$ cat config.mk
export PLATFORM = sky130hd
export DESIGN_NAME = midi_note_trigger_with_auto_release_unit_flat
export DESIGN_NICKNAME = d
export VERILOG_FILES = /design/src/hw/rtl/mntr_pkg.sv /design/src/hw/rtl/mntr_if.sv /design/src/hw/rtl/mntr_front.sv /design/src/hw/rtl/mntr_fifo.sv /design/src/hw/rtl/mntr_back.sv /design/src/hw/rtl/midi_note_trigger_with_auto_release_unit.sv /design/src/flat_wrapper.sv
export VERILOG_INCLUDE_DIRS = /design/src /design/src/hw/rtl
export SDC_FILE = /design/constraint.sdc
export NUM_CORES = 2
export LEC_CHECK = 0
export BUFFER_PORTS_ARGS = -buffer_cell sky130_fd_sc_hd__buf_2
export CAP_MARGIN = 20
export CORE_MARGIN = 2
export CORE_UTILIZATION = 39
export DETAILED_ROUTE_END_ITERATION = 7
export SKIP_CTS_REPAIR_TIMING = 1
export SLEW_MARGIN = 20
export SYNTH_ARGS = -nofsm -noshare
export SYNTH_HDL_FRONTEND = slang
export SYNTH_HIERARCHICAL = 1
export SYNTH_SLANG_ARGS = --single-unit
$ cat constraint.sdc
create_clock -name clk_i -period 4.6 [get_ports clk_i]
set_input_delay 0.92 -clock clk_i [delete_from_list [all_inputs] [get_ports clk_i]]
set_output_delay 0.92 -clock clk_i [all_outputs]
set_load 0.01 [all_outputs]
$ cat src/hw/rtl/midi_note_trigger_with_auto_release_unit_assert.svh
// Assertion helpers shared by the unit's modules.
`ifndef MIDI_NOTE_TRIGGER_WITH_AUTO_RELEASE_UNIT_ASSERT_SVH
`define MIDI_NOTE_TRIGGER_WITH_AUTO_RELEASE_UNIT_ASSERT_SVH

// Explicit clock and active-low reset.
`define MNTR_ASSERT_CLK(lbl, clk, rstn, prop, msg) \
  lbl: assert property (@(posedge clk) disable iff (!rstn) prop) else $error(msg);

// Default clock clk_i and reset rst_ni.
`define MNTR_ASSERT(lbl, prop, msg) \
  `MNTR_ASSERT_CLK(lbl, clk_i, rst_ni, prop, msg)

`endif

$ cat src/hw/rtl/mntr_pkg.sv
`timescale 1ns / 1ps
package mntr_pkg;

  localparam int NoteW    = 7;
  localparam int VelW     = 7;
  localparam int ByteW    = 8;
  localparam int ChanCodeW = 4;
  localparam int MapW     = 56;
  localparam int DelayW   = 16;
  localparam int TimeW    = 32;
  localparam int KindW    = 2;
  localparam int PadW     = 3;
  localparam int ChanW    = 5;
  localparam int CfgIdxW  = 1;
  localparam int CfgDataW = 56;

  localparam int QDepth   = 4;
  localparam int QPtrW    = 2;
  localparam int QCntW    = 3;

  localparam logic [ByteW-1:0]  StatusNoteOn  = 8'h90;
  localparam logic [ByteW-1:0]  StatusNoteOff = 8'h80;
  localparam logic [VelW-1:0]   VelOff        = 7'h00;
  localparam logic [DelayW-1:0] DelayReset    = 16'd100;

  typedef enum logic [KindW-1:0] {
    KIND_TICK     = 2'd0,
    KIND_NOTE_ON  = 2'd1,
    KIND_NOTE_OFF = 2'd2,
    KIND_RAW_OFF  = 2'd3
  } kind_e;

  typedef enum logic [CfgIdxW-1:0] {
    CFG_PAD_NOTE_MAP  = 1'd0,
    CFG_RELEASE_DELAY = 1'd1
  } cfg_idx_e;

  // One message command between front and back.
  typedef struct packed {
    logic              reject;
    logic [ByteW-1:0]  status_byte;
    logic [NoteW-1:0]  note;
    logic [VelW-1:0]   vel;
    logic              last;
  } cmd_t;

endpackage

$ cat src/hw/rtl/mntr_if.sv
`timescale 1ns / 1ps
interface mntr_in_if import mntr_pkg::*; ();
  logic              valid;
  logic              ready;
  logic [KindW-1:0]  kind;
  logic [PadW-1:0]   pad;
  logic [VelW-1:0]   velocity;
  logic [ChanW-1:0]  channel;
  logic [NoteW-1:0]  raw_note;
  logic              connected;

  modport source (output valid, kind, pad, velocity, channel, raw_note, connected,
                  input ready);
  modport sink   (input valid, kind, pad, velocity, channel, raw_note, connected,
                  output ready);
endinterface

interface mntr_out_if import mntr_pkg::*; ();
  logic              valid;
  logic              ready;
  logic [ByteW-1:0]  midi_byte;
  logic              has_byte;
  logic              status;
  logic              last;

  modport source (output valid, midi_byte, has_byte, status, last, input ready);
  modport sink   (input valid, midi_byte, has_byte, status, last, output ready);
endinterface

$ cat src/hw/rtl/mntr_front.sv
`timescale 1ns / 1ps
module mntr_front import mntr_pkg::*; #(
  parameter int PADS = 8
) (
  input  logic                clk_i,
  input  logic                rst_ni,
  input  logic                cfg_we_i,
  input  logic [CfgIdxW-1:0]  cfg_idx_i,
  input  logic [CfgDataW-1:0] cfg_wdata_i,
  mntr_in_if.sink             req_i,
  output cmd_t                cmd_o,
  output logic                push_o,
  input  logic                full_i
);

  localparam int IdxW = (PADS > 1) ? $clog2(PADS) : 1;

  typedef enum logic [1:0] {
    ST_IDLE,
    ST_EVAL,
    ST_SCAN
  } state_e;

  state_e                 state_q;
  logic [TimeW-1:0]       now_q;
  logic [PADS-1:0]        active_q;
  logic [TimeW-1:0]       start_q [PADS];
  logic [NoteW-1:0]       note_q  [PADS];
  logic [ChanCodeW-1:0]   chan_q  [PADS];
  logic [MapW-1:0]        map_q;
  logic [DelayW-1:0]      delay_q;
  logic [PADS-1:0]        mask_q;

  kind_e                  kind;
  logic                   accept;
  logic                   pad_ok;
  logic [IdxW-1:0]        pad_idx;
  logic [ChanCodeW-1:0]   cc;
  logic [NoteW-1:0]       map_note;
  logic [PADS-1:0]        due;
  logic [IdxW-1:0]        scan_idx;
  logic [PADS-1:0]        pick;
  logic                   scan_last;
  logic [IdxW-1:0]        rd_idx;
  logic                   note_on_ok;

  assign kind       = kind_e'(req_i.kind);
  assign req_i.ready = (state_q == ST_IDLE) && !full_i;
  assign accept     = req_i.valid && req_i.ready;
  assign pad_ok     = {1'b0, req_i.pad} < (PadW+1)'(PADS);
  assign pad_idx    = req_i.pad[IdxW-1:0];
  assign cc         = ChanCodeW'(req_i.channel - ChanW'(1));
  assign map_note   = map_q[NoteW*req_i.pad +: NoteW];
  assign note_on_ok = accept && (kind == KIND_NOTE_ON) && pad_ok && req_i.connected;

  // Release check over all pads at once; wrapping subtraction on the ms clock.
  always_comb begin
    for (int k = 0; k < PADS; k++) begin
      due[k] = active_q[k] && ((now_q - start_q[k]) > {{(TimeW-DelayW){1'b0}}, delay_q});
    end
  end

  // Lowest pending pad first.
  always_comb begin
    scan_idx = '0;
    for (int k = PADS - 1; k >= 0; k--) begin
      if (mask_q[k]) begin
        scan_idx = IdxW'(k);
      end
    end
  end

  assign pick      = PADS'(1) << scan_idx;
  assign scan_last = (mask_q & ~pick) == '0;
  assign rd_idx    = (state_q == ST_SCAN) ? scan_idx : pad_idx;

  always_comb begin
    push_o = 1'b0;
    cmd_o  = '0;
    case (state_q)
      ST_IDLE: begin
        if (accept) begin
          case (kind)
            KIND_NOTE_ON: begin
              if (pad_ok) begin
                push_o = 1'b1;
                cmd_o.last = 1'b1;
                if (!req_i.connected) begin
                  cmd_o.reject = 1'b1;
                end else begin
                  cmd_o.status_byte = StatusNoteOn | {4'h0, cc};
                  cmd_o.note        = map_note;
                  cmd_o.vel         = req_i.velocity;
                end
              end
            end
            KIND_NOTE_OFF: begin
              if (pad_ok && active_q[pad_idx]) begin
                push_o            = 1'b1;
                cmd_o.last        = 1'b1;
                cmd_o.status_byte = StatusNoteOff | {4'h0, chan_q[rd_idx]};
                cmd_o.note        = note_q[rd_idx];
                cmd_o.vel         = VelOff;
              end
            end
            KIND_RAW_OFF: begin
              push_o            = 1'b1;
              cmd_o.last        = 1'b1;
              cmd_o.status_byte = StatusNoteOff | {4'h0, cc};
              cmd_o.note        = req_i.raw_note;
              cmd_o.vel         = VelOff;
            end
            default: ;
          endcase
        end
      end
      ST_SCAN: begin
        if (!full_i) begin
          push_o            = 1'b1;
          cmd_o.last        = scan_last;
          cmd_o.status_byte = StatusNoteOff | {4'h0, chan_q[rd_idx]};
          cmd_o.note        = note_q[rd_idx];
          cmd_o.vel         = VelOff;
        end
      end
      default: ;
    endcase
  end

  always_ff @(posedge clk_i or negedge rst_ni) begin
    if (!rst_ni) begin
      state_q  <= ST_IDLE;
      now_q    <= '0;
      active_q <= '0;
      for (int k = 0; k < PADS; k++) begin
        start_q[k] <= '0;
      end
      map_q    <= '0;
      delay_q  <= DelayReset;
      mask_q   <= '0;
    end else begin
      if (cfg_we_i) begin
        case (cfg_idx_e'(cfg_idx_i))
          CFG_PAD_NOTE_MAP:  map_q   <= cfg_wdata_i[MapW-1:0];
          CFG_RELEASE_DELAY: delay_q <= cfg_wdata_i[DelayW-1:0];
          default: ;
        endcase
      end
      case (state_q)
        ST_IDLE: begin
          if (accept) begin
            case (kind)
              KIND_TICK: begin
                now_q   <= now_q + TimeW'(1);
                state_q <= ST_EVAL;
              end
              KIND_NOTE_ON: begin
                if (note_on_ok) begin
                  active_q[pad_idx] <= 1'b1;
                  start_q[pad_idx]  <= now_q;
                end
              end
              KIND_NOTE_OFF: begin
                if (pad_ok) begin
                  active_q[pad_idx] <= 1'b0;
                end
              end
              default: ;
            endcase
          end
        end
        ST_EVAL: begin
          mask_q  <= due;
          state_q <= (due != '0) ? ST_SCAN : ST_IDLE;
        end
        ST_SCAN: begin
          if (!full_i) begin
            active_q <= active_q & ~pick;
            mask_q   <= mask_q & ~pick;
            if (scan_last) begin
              state_q <= ST_IDLE;
            end
          end
        end
        default: state_q <= ST_IDLE;
      endcase
    end
  end

  // Note and channel per pad; meaningful only once the pad has been hit.
  always_ff @(posedge clk_i) begin
    if (note_on_ok) begin
      note_q[pad_idx] <= map_note;
      chan_q[pad_idx] <= cc;
    end
  end

endmodule

$ cat src/hw/rtl/mntr_fifo.sv
`timescale 1ns / 1ps
module mntr_fifo import mntr_pkg::*; (
  input  logic clk_i,
  input  logic rst_ni,
  input  logic push_i,
  input  cmd_t data_i,
  output logic full_o,
  input  logic pop_i,
  output cmd_t data_o,
  output logic empty_o
);

  cmd_t             mem_q [QDepth];
  logic [QPtrW-1:0] wr_q;
  logic [QPtrW-1:0] rd_q;
  logic [QCntW-1:0] count_q;

  assign full_o  = count_q == QCntW'(QDepth);
  assign empty_o = count_q == '0;
  assign data_o  = mem_q[rd_q];

  always_ff @(posedge clk_i or negedge rst_ni) begin
    if (!rst_ni) begin
      wr_q    <= '0;
      rd_q    <= '0;
      count_q <= '0;
    end else begin
      if (push_i) begin
        wr_q <= wr_q + QPtrW'(1);
      end
      if (pop_i) begin
        rd_q <= rd_q + QPtrW'(1);
      end
      case ({push_i, pop_i})
        2'b10:   count_q <= count_q + QCntW'(1);
        2'b01:   count_q <= count_q - QCntW'(1);
        default: ;
      endcase
    end
  end

  always_ff @(posedge clk_i) begin
    if (push_i) begin
      mem_q[wr_q] <= data_i;
    end
  end

`include "midi_note_trigger_with_auto_release_unit_assert.svh"

  `MNTR_ASSERT(a_no_overflow, push_i |-> !full_o, "command queue overflow")
  `MNTR_ASSERT(a_no_underflow, pop_i |-> !empty_o, "command queue underflow")
  `MNTR_ASSERT(a_count_bound, count_q <= QCntW'(QDepth), "command queue count out of range")

endmodule

$ cat src/hw/rtl/mntr_back.sv
`timescale 1ns / 1ps
module mntr_back import mntr_pkg::*; (
  input  logic       clk_i,
  input  logic       rst_ni,
  input  cmd_t       cmd_i,
  input  logic       empty_i,
  output logic       pop_o,
  mntr_out_if.source rsp_o
);

  typedef enum logic [1:0] {
    POS_STATUS,
    POS_NOTE,
    POS_VEL
  } byte_pos_e;

  logic              busy_q;
  cmd_t              cmd_q;
  byte_pos_e         pos_q;
  logic              out_valid_q;
  logic [ByteW-1:0]  byte_q;
  logic              has_q;
  logic              status_q;
  logic              last_q;

  logic              load;
  logic [ByteW-1:0]  sel_byte;

  assign pop_o = !busy_q && !empty_i;
  assign load  = busy_q && (!out_valid_q || rsp_o.ready);

  always_comb begin
    case (pos_q)
      POS_STATUS: sel_byte = cmd_q.status_byte;
      POS_NOTE:   sel_byte = {1'b0, cmd_q.note};
      POS_VEL:    sel_byte = {1'b0, cmd_q.vel};
      default:    sel_byte = '0;
    endcase
  end

  always_ff @(posedge clk_i or negedge rst_ni) begin
    if (!rst_ni) begin
      busy_q      <= 1'b0;
      cmd_q       <= '0;
      pos_q       <= POS_STATUS;
      out_valid_q <= 1'b0;
      byte_q      <= '0;
      has_q       <= 1'b0;
      status_q    <= 1'b0;
      last_q      <= 1'b0;
    end else begin
      if (pop_o) begin
        cmd_q  <= cmd_i;
        busy_q <= 1'b1;
        pos_q  <= POS_STATUS;
      end
      if (load) begin
        out_valid_q <= 1'b1;
        if (cmd_q.reject) begin
          byte_q   <= '0;
          has_q    <= 1'b0;
          status_q <= 1'b1;
          last_q   <= cmd_q.last;
          busy_q   <= 1'b0;
        end else begin
          byte_q   <= sel_byte;
          has_q    <= 1'b1;
          status_q <= 1'b0;
          last_q   <= cmd_q.last && (pos_q == POS_VEL);
          case (pos_q)
            POS_STATUS: pos_q <= POS_NOTE;
            POS_NOTE:   pos_q <= POS_VEL;
            default:    busy_q <= 1'b0;
          endcase
        end
      end else if (out_valid_q && rsp_o.ready) begin
        out_valid_q <= 1'b0;
      end
    end
  end

  assign rsp_o.valid     = out_valid_q;
  assign rsp_o.midi_byte = byte_q;
  assign rsp_o.has_byte  = has_q;
  assign rsp_o.status    = status_q;
  assign rsp_o.last      = last_q;

`include "midi_note_trigger_with_auto_release_unit_assert.svh"

  `MNTR_ASSERT(a_byte_xor_reject, out_valid_q |-> (has_q != status_q), "result both byte and reject")
  `MNTR_ASSERT(a_pop_when_free, pop_o |-> !busy_q, "command taken while busy")
  `MNTR_ASSERT(a_reject_single, (load && cmd_q.reject) |-> (pos_q == POS_STATUS), "reject mid message")

endmodule

$ cat src/hw/rtl/midi_note_trigger_with_auto_release_unit.sv
`timescale 1ns / 1ps
// Channel   Dir  Handshake          Payload
// req_i     in   valid/ready        kind, pad, velocity, channel, raw_note, connected
// rsp_o     out  valid/ready        midi_byte, has_byte, status, last
// cfg       in   cfg_we_i (no wait) cfg_idx_i, cfg_wdata_i
//
// A message leaves as three results; the back end fetches the command from the queue, then
// emits the status, note and velocity bytes in turn. A reject leaves as a single result.
// A tick holds the front end in an evaluation state, then in a scan that releases each due pad,
// and that scan is paced by the 4-entry command queue draining at the back-end rate.
// Note on, note off and raw note off are taken in the front end's idle state when the queue has room.
// Reset clears the ms clock, every pad's active flag and start time, and loads the release
// delay with 100; there is no clearing pass.
// A stalled rsp_o holds its result; the queue lets the front end keep taking items meanwhile, until it is full.
module midi_note_trigger_with_auto_release_unit import mntr_pkg::*; #(
  parameter int PADS = 8
) (
  input  logic                clk_i,
  input  logic                rst_ni,
  input  logic                cfg_we_i,
  input  logic [CfgIdxW-1:0]  cfg_idx_i,
  input  logic [CfgDataW-1:0] cfg_wdata_i,
  mntr_in_if.sink             req_i,
  mntr_out_if.source          rsp_o
);

  cmd_t front_cmd;
  cmd_t back_cmd;
  logic push;
  logic pop;
  logic full;
  logic empty;

  mntr_front #(
    .PADS (PADS)
  ) u_front (
    .clk_i       (clk_i),
    .rst_ni      (rst_ni),
    .cfg_we_i    (cfg_we_i),
    .cfg_idx_i   (cfg_idx_i),
    .cfg_wdata_i (cfg_wdata_i),
    .req_i       (req_i),
    .cmd_o       (front_cmd),
    .push_o      (push),
    .full_i      (full)
  );

  mntr_fifo u_fifo (
    .clk_i   (clk_i),
    .rst_ni  (rst_ni),
    .push_i  (push),
    .data_i  (front_cmd),
    .full_o  (full),
    .pop_i   (pop),
    .data_o  (back_cmd),
    .empty_o (empty)
  );

  mntr_back u_back (
    .clk_i   (clk_i),
    .rst_ni  (rst_ni),
    .cmd_i   (back_cmd),
    .empty_i (empty),
    .pop_o   (pop),
    .rsp_o   (rsp_o)
  );

endmodule
$ cat src/flat_wrapper.sv
// flat-port wrapper written by rule: the top's interface ports become plain ports
module midi_note_trigger_with_auto_release_unit_flat import mntr_pkg::*;
#(
  parameter int PADS = 8
)
  (clk_i, rst_ni, cfg_we_i, cfg_idx_i, cfg_wdata_i, req_i_valid, req_i_kind, req_i_pad, req_i_velocity, req_i_channel, req_i_raw_note, req_i_connected, req_i_ready, rsp_o_valid, rsp_o_midi_byte, rsp_o_has_byte, rsp_o_status, rsp_o_last, rsp_o_ready);
  mntr_in_if req_i_i ();
  mntr_out_if rsp_o_i ();
  input  logic clk_i;
  input  logic rst_ni;
  input  logic cfg_we_i;
  input  logic [CfgIdxW-1:0] cfg_idx_i;
  input  logic [CfgDataW-1:0] cfg_wdata_i;
  input wire logic [$bits(req_i_i.valid)-1:0] req_i_valid;
  input wire logic [$bits(req_i_i.kind)-1:0] req_i_kind;
  input wire logic [$bits(req_i_i.pad)-1:0] req_i_pad;
  input wire logic [$bits(req_i_i.velocity)-1:0] req_i_velocity;
  input wire logic [$bits(req_i_i.channel)-1:0] req_i_channel;
  input wire logic [$bits(req_i_i.raw_note)-1:0] req_i_raw_note;
  input wire logic [$bits(req_i_i.connected)-1:0] req_i_connected;
  output wire logic [$bits(req_i_i.ready)-1:0] req_i_ready;
  output wire logic [$bits(rsp_o_i.valid)-1:0] rsp_o_valid;
  output wire logic [$bits(rsp_o_i.midi_byte)-1:0] rsp_o_midi_byte;
  output wire logic [$bits(rsp_o_i.has_byte)-1:0] rsp_o_has_byte;
  output wire logic [$bits(rsp_o_i.status)-1:0] rsp_o_status;
  output wire logic [$bits(rsp_o_i.last)-1:0] rsp_o_last;
  input wire logic [$bits(rsp_o_i.ready)-1:0] rsp_o_ready;
  assign req_i_i.valid = req_i_valid;
  assign req_i_i.kind = req_i_kind;
  assign req_i_i.pad = req_i_pad;
  assign req_i_i.velocity = req_i_velocity;
  assign req_i_i.channel = req_i_channel;
  assign req_i_i.raw_note = req_i_raw_note;
  assign req_i_i.connected = req_i_connected;
  assign req_i_ready = req_i_i.ready;
  assign rsp_o_valid = rsp_o_i.valid;
  assign rsp_o_midi_byte = rsp_o_i.midi_byte;
  assign rsp_o_has_byte = rsp_o_i.has_byte;
  assign rsp_o_status = rsp_o_i.status;
  assign rsp_o_last = rsp_o_i.last;
  assign rsp_o_i.ready = rsp_o_ready;
  midi_note_trigger_with_auto_release_unit #(.PADS(PADS)) u_core (.clk_i(clk_i), .rst_ni(rst_ni), .cfg_we_i(cfg_we_i), .cfg_idx_i(cfg_idx_i), .cfg_wdata_i(cfg_wdata_i), .req_i(req_i_i), .rsp_o(rsp_o_i));
endmodule
; Word level (Yosys, flattened, before mapping)
; Memory sizes are Yosys's and may differ from the RTL's. A register that Yosys moved wholly into a read port is not among the register bits.
; Cells that the tools add are included.
[op_classes]
n_addsub = 14
n_mul = 1
n_lt_le_gt_ge = 12
n_eq_ne = 16
shift = 2
muxes = 63
n_bitwise = 8
reduce_logical = 43
[op_table]
columns = op, count
row1 = bitwise mux 256 bit, 1
row2 = > comparator 32 x 16 -> 1 bit, 8
row3 = subtractor 32 bit, 8
row4 = demux 32 bit (select 3 bit), 1
row5 = one-hot mux 23 bit (3 select lines), 1
row6 = variable part select 56 x 7 -> 7 bit, 1
row7 = one-hot mux 8 bit (2 select lines), 3
row8 = 2-to-1 mux 23 bit, 2
row9 = one-hot mux 23 bit (2 select lines), 1
row10 = 2-to-1 mux 8 bit, 5
row11 = "adder 32 x 1 -> 32 bit, second input constant", 1
row12 = 2-to-1 mux 32 bit, 1
row13 = 2-to-1 mux 3 bit, 9
row14 = AND 8 bit, 3
row15 = 2-to-1 mux 24 bit, 1
row16 = one-hot mux 8 bit (3 select lines), 1
row17 = 2-to-1 mux 22 bit, 1
row18 = 2-to-1 mux 1 bit, 21
row19 = logical AND 1 bit, 18
row20 = 2-to-1 mux 2 bit, 8
row21 = NOT 8 bit, 2
row22 = "equality test 2 bit, second input constant", 5
row23 = "equality test 2 x 1 -> 1 bit, second input constant", 4
row24 = logical NOT 8 bit, 1
row25 = 35 further kinds, 52
[word_totals]
ff_bits = 400
mem_bits_rw = 184
out_inout_bits = 13
wordCells = 186
n_memories = 3
[memory_table]
columns = name, words, word_bits, read_ports, rd_clocked_by_memory_dff, wr, line_no
row1 = u_core.u_fifo.mem_q, 4, 24, 1, 1, 1, mntr_fifo.sv:13  ; cmd_t mem_q [QDepth];
row2 = u_core.u_front.note_q, 8, 7, 1, 0, 1, mntr_front.sv:28  ; logic [NoteW-1:0] note_q [PADS];
row3 = u_core.u_front.chan_q, 8, 4, 1, 0, 1, mntr_front.sv:29  ; logic [ChanCodeW-1:0] chan_q [PADS];

; Depth between registers and ports, before layout
[logic_depth]
depth_word = 15
depth_mapped = 23

; By module
; The synthesis kept the hierarchy.
[modules_own_cells]
columns = module, instances, cells_each, area_per_inst_um2, seq_area_each_um2
row1 = mntr_front, 1, 4310, 36660.2, 12105.4
row2 = mntr_fifo, 1, 162, 3907.5, 3057.9
row3 = mntr_back, 1, 117, 1651.6, 975.9

; Least setup slack after synthesis
; OpenSTA, ideal clock, no wires.
[synth_path]
kind = reg-to-reg
startpoint = register u_core.u_front.now_q[1]
endpoint = register u_core.u_front.mask_q[0]
setup_ps = 125
t_arrival_ps = 4663
required_time_ps = 4475
path_slack_ps = -188
path_stages_with_launch = 21
path_buffers = 0
synth_period_minus_slack_ps = 4788
cell_sequence = dfrtp_1 -> inv_1 -> fa_1 -> nor2b_1 -> o211ai_1 -> a21bo_2 -> a21oi_1 -> or2_2 -> xor2_1 -> ha_1 -> nand4_1 -> or2_2 -> a21oi_1 -> a2111oi_0 -> a22oi_1 -> or4b_1 -> nor4_1 -> nand4_1 -> o41ai_1 -> o21a_1 -> nor2_1
[synth_via]
elab_chain_len = 4
[synth_lines]
columns = element, line_no
row1 = "start, declared", mntr_front.sv:25  ; logic [TimeW-1:0] now_q;
row2 = "start signal, assigned", mntr_front.sv:154  ; now_q <= now_q + TimeW'(1);
row3 = subtractor 32 bit, mntr_front.sv:59  ; due[k] = active_q[k] && ((now_q - start_q[k]) > {{(TimeW-DelayW){1'b0}}, delay_q});
row4 = > comparator 32 x 16 -> 1 bit, mntr_front.sv:59
row5 = logical AND 1 bit, mntr_front.sv:59
row6 = one-hot mux 8 bit (2 select lines), mntr_front.sv:149  ; case (state_q)
row7 = "end signal, assigned", mntr_front.sv:173  ; mask_q <= due;
row8 = "end signal, assigned", mntr_front.sv:179  ; mask_q <= mask_q & ~pick;
row9 = "end, declared", mntr_front.sv:32  ; logic [PADS-1:0] mask_q;
; Every way passes these cells.
; A chain may end at the register's enable or synchronous reset.

; Final worst setup path
[layout_path]
startpoint = register u_core.u_front.now_q[0]
endpoint = register u_core.u_front.state_q[1]
[layout_via]
elab_chain_len = 6
word_cells_on_any_way = 27
cone_classes = add/sub: 8 / order compare: 8 / mux: 2 / reduce/logical: 9
[layout_lines]
columns = element, line_no
row1 = subtractor 32 bit, mntr_front.sv:59
row2 = > comparator 32 x 16 -> 1 bit, mntr_front.sv:59
row3 = logical AND 1 bit, mntr_front.sv:59
row4 = nonzero test 8 bit (*), mntr_front.sv:174  ; state_q <= (due != '0) ? ST_SCAN : ST_IDLE;
row5 = 2-to-1 mux 2 bit (*), mntr_front.sv:174
row6 = one-hot mux 2 bit (3 select lines) (*), mntr_front.sv:149
row7 = "end signal, assigned", mntr_front.sv:174
row8 = "end, declared", mntr_front.sv:24  ; state_e state_q;
; Mark *: on every way between the ends. The rest lies on a longest branch, timed or not.

==> impl_metrics.sql <==
INSERT INTO impl_metrics (metric_group, metric, value, unit) VALUES
('finish', 'layout_overhead_on_the_synthesized_area', '22.7', '%'),
('placement', 'gp_congestion', '0.945', ''),
('detailed_routing', 'drc_errors', '0', ''),
('global_route', 'global_route_wire_length_before_repair', '198000', 'um'),
('critical_path', 'total_buffers_and_inverters_traversed_by_the_critical_path', '5', ''),
('critical_path', 'crit_path_cell_trace', 'inv_4 > buf_12 > ha_4 > fa_2 > nand2b_4 > a21o_1 > a211oi_2 > buf_4 > nand2b_4 > a31oi_4 > xnor2_2 > ha_1 > nand4_1 > nor3_4 > nand2_2 > a21oi_2 > buf_4 > nand4_1 > nor4_2 > nand3_1 > o41ai_2 > buf_4 > and4b_1 > a32oi_1', ''),
('synthesis', 'post_synth_and_or_nand_nor_area_fraction', '14.4', '%'),
('clock_tree', 'tritoncts', 'yes', ''),
('clock_tree', 'numClockSinks', '608', ''),
('sta', 'final_max_slew_viol_count', '0', ''),
('critical_path', 'crit_path_end_kind', 'flip-flop', ''),
('placement', 'dpl_worst_slack', '-0.767', 'ns'),
('power', 'p_leak', '23.9', 'nW'),
('floorplanning', 'row_count', '120', ''),
('outcome', 'failed_checks', 'negative setup slack', ''),
('critical_path', 'worstSetupPathType', 'flip-flop to flip-flop', ''),
('placement', 'post-place-cells', '6426', ''),
('sta', 'final-hold-violation-count', '0', ''),
('finish', 'post_route_cells_drive_above_1_share', '22.8', '%'),
('sta', 'setup-violations-final', '8', ''),
('critical_path', 'path_depth', '24', ''),
('global_route', 'grtUsageTotal', '22.4', '%'),
('synthesis', 'post_synthesis_sequential_area_ratio', '38.2', '%'),
('synthesis', 'syn_avg_cell_area', '9.20', 'sq um'),
('critical_path', 'critical-path-slowest-cell', 'fa_2', ''),
('sta', 'clock_skew', '0.0532', 'ns'),
('floorplanning', 'die_area', '0.111', 'sq mm'),
('synthesis', 'synth_top_family_by_area', 'compound AO/OA/AOI/OAI gates', ''),
('floorplanning', 'core_outline_area', '0.107', 'sq mm'),
('global_route', 'grt_pass1_vias', '34600', ''),
('sta', 'timing.slew.headroom', '34.4', '%'),
('finish', 'final_common_cell', 'nand2_1', ''),
('clock_tree', 'h_tree_depth_reported_by_cts', '3', ''),
('floorplanning', 'top_level_ports', '100', ''),
('floorplanning', 'chip_height', '333', 'um'),
('clock_tree', 'cts.path.max_buffers', '3', ''),
('critical_path', 'crit_path_start_kind', 'flip-flop', ''),
('detailed_routing', 'number_of_drc_markers_after_the_initial_detailed_route_iteration', '2780', ''),
('detailed_routing', 'post_dr_wirelength_cell', '19.2', 'um'),
('outcome', 'run_status', 'complete, but fails checks', ''),
('finish', 'layout.nets', '5606', ''),
('synthesis', 'synth_edf_count', '184', ''),
('floorplanning', 'die_x', '333', 'um'),
('power', 'power', '26.2', 'mW'),
('critical_path', 'worstPathArrival', '5.41', 'ns'),
('synthesis', 'ys_seq_elements', '608', ''),
('sta', 'rsz0062_at_grt', 'yes', ''),
('sta', 'setup_total_negative_slack', '-1.12', 'ns'),
('power', 'ir_drop', '0.000385', 'V'),
('sta', 'timing.fmax', '205', 'MHz'),
('detailed_routing', 'routed_wl', '127000', 'um'),
('flow_run', 'max_cap_violations', '0', ''),
('worst_hold_path', 'min_path_type', 'primary input to asynchronous set/reset pin', ''),
('global_route', 'grt_antenna_before_repair', '1', ''),
('synthesis', 'async_set_or_reset_flop_fraction_in_the_synthesized_netlist', '69.7', '%'),
('finish', 'utilization', '48.3', '%'),
('synthesis', 'postSynthCellCount', '4589', ''),
('synthesis', 'synth-adder-area-share', '11.8', '%'),
('detailed_routing', 'drt_pre_antenna_iters', '8', ''),
('sta', 'finalCriticalPeriod', '4.88', 'ns'),
('global_route', 'global_route.overflow_total', '0', ''),
('synthesis', 'postSynth.topFlopCell', 'dfrtp_1', ''),
('clock_tree', 'numCtsBuffers', '74', ''),
('synthesis', 'compound_gate_fraction_of_synth_area', '18.9', '%'),
('synthesis', 'post_synth_xor_area_fraction', '4.25', '%'),
('finish', 'top_library_cells_by_usage_in_the_layout_fill_and_taps_aside', '558 x nand2_1, 546 x buf_4, 417 x dfrtp_1', ''),
('synthesis', 'synth_area', '0.0422', 'sq mm'),
('detailed_routing', 'postRouteAntennaNets', '0', ''),
('sta', 'worst_slack', '-0.278', 'ns'),
('detailed_routing', 'vias', '36100', ''),
('critical_path', 'critPathTopFamily', 'simple AND/OR/NAND/NOR gates', '');
power breakdown:
part           internal (mW)  switching, mW
Sequential              6.77          0.554
Clock                   3.67           2.53
Combinational           5.87           6.80
cell usage after synthesis, types with 16 or more instances:
| library cell | n | area (sq um) |
|---|---|---|
| a221oi_1 | 21 | 184 |
| ha_1 | 383 | 4790 |
| mux2i_1 | 36 | 360 |
| nand3_1 | 105 | 526 |
| nor2b_1 | 40 | 250 |
| a31oi_1 | 49 | 307 |
| a311oi_1 | 16 | 140 |
| xnor2_1 | 130 | 1140 |
| edfxtp_1 | 184 | 5530 |
| o22ai_1 | 24 | 150 |
| and2_1 | 25 | 156 |
| o21ai_0 | 372 | 1860 |
| dfrtp_1 | 421 | 10500 |
| nand2b_1 | 52 | 325 |
| nor3_1 | 67 | 335 |
| o21bai_1 | 32 | 240 |
| clkbuf_1 | 187 | 702 |
| o21a_1 | 49 | 368 |
| xor2_1 | 75 | 657 |
| inv_1 | 362 | 1360 |
| o221ai_1 | 16 | 140 |
| mux2_2 | 180 | 2030 |
| nor4_1 | 22 | 138 |
| a211oi_1 | 33 | 248 |
| or3_1 | 19 | 119 |
| a21oi_1 | 331 | 1660 |
| a21boi_0 | 16 | 120 |
| nand2_1 | 560 | 2100 |
| o211ai_1 | 44 | 330 |
| mux4_2 | 22 | 495 |
| and3_1 | 37 | 231 |
| nand4_1 | 97 | 607 |
| a21o_1 | 99 | 743 |
| nor2_1 | 208 | 781 |
metal layers:
metal,global-route usage (%),share of wire (%),vias to the layer above,wire length [um]
met1,32.7,48,17500,60600
met2,34.9,44,827,56200
met4,6.42,3.1,0,3890
met5,0,0,-,0
li1,-,-,17700,-
met3,2.70,4.8,170,6120
path summary, 6_finish.rpt:
path / startpoint / to / slack (ns)
max in group asynchronous: rst_ni / u_core/u_front/now_q[5]$_DFFE_PN0P_ / 3.13
hold reg to reg: u_core/u_front/start_q[224]$_DFFE_PN0P_ / u_core/u_front/start_q[224]$_DFFE_PN0P_ / 0.49
setup reg to reg: u_core/u_front/now_q[0]$_DFFE_PN0P_ / u_core/u_front/state_q[1]$_DFFE_PN0P_ / -0.28
hold / removal: rst_ni / u_core/u_front/mask_q[3]$_DFFE_PN0P_ / 0.26
min in group clk_i: cfg_wdata_i[39] / u_core/u_front/map_q[39]$_DFFE_PN0P_ / 0.49
setup / recovery: u_core/u_front/now_q[0]$_DFFE_PN0P_ / u_core/u_front/state_q[1]$_DFFE_PN0P_ / -0.28
flip-flops by register name (all words and copies together) (netlist names), named ones only:
| name | cells |
|---|---|
| u_core/u_back/rsp_o.midi_byte | 8 |
| u_core/u_fifo/rd_q | 2 |
| u_core/u_front/delay_q | 16 |
| u_core/u_front/chan_q | 32 |
| u_core/u_back/rsp_o.status | 1 |
| u_core/u_back/busy_q | 1 |
| u_core/u_fifo/mem_q | 96 |
| u_core/u_front/now_q | 32 |
| u_core/u_front/map_q | 56 |
| u_core/u_back/rsp_o.last | 1 |
| u_core/u_fifo/count_q | 3 |
| u_core/u_front/state_q | 2 |
| u_core/u_front/start_q | 256 |
| u_core/u_back/rsp_o.has_byte | 1 |
| u_core/u_front/note_q | 56 |
| u_core/u_back/pos_q | 2 |
| u_core/u_fifo/wr_q | 2 |
| u_core/u_front/mask_q | 8 |
| u_core/u_back/cmd_q | 24 |
| u_core/u_back/rsp_o.valid | 1 |
through the flow:
step	area [sq um]	hold slack [ns]
floorplan	42200	0.454
global placement	48000	0.470
detailed placement	48000	0.480
CTS	50600	0.282
global route	51800	0.322
finish	51800	0.260
area by class of cell:
class / count / area [sq um] / area share (%)
clock buffer: 98 / 2030 / 3.92
sequential: 608 / 16100 / 31.2
antenna: 1 / 2.50 / 0.00483
multi-input combinational: 3410 / 24900 / 48.0
inverter: 364 / 1370 / 2.65
clock inverter: 40 / 554 / 1.07
timing repair buffer: 669 / 5070 / 9.79
tap: 1403 / 1760 / 3.39
kinds of logic (layout without fill, tap and decap cells):
kind of cell / Yosys count / count (layout)
AOI/OAI and AO/OA: 1270 / 1270
xor gates and xnor gates: 205 / 205
adders and majority gates: 393 / 393
buffers and inverters: 572 / 1171
DFF: 608 / 608
muxes: 244 / 244
other: 1 / 3
and+or+nand+nor: 1296 / 1296
(Power assumes the default switching activity.)
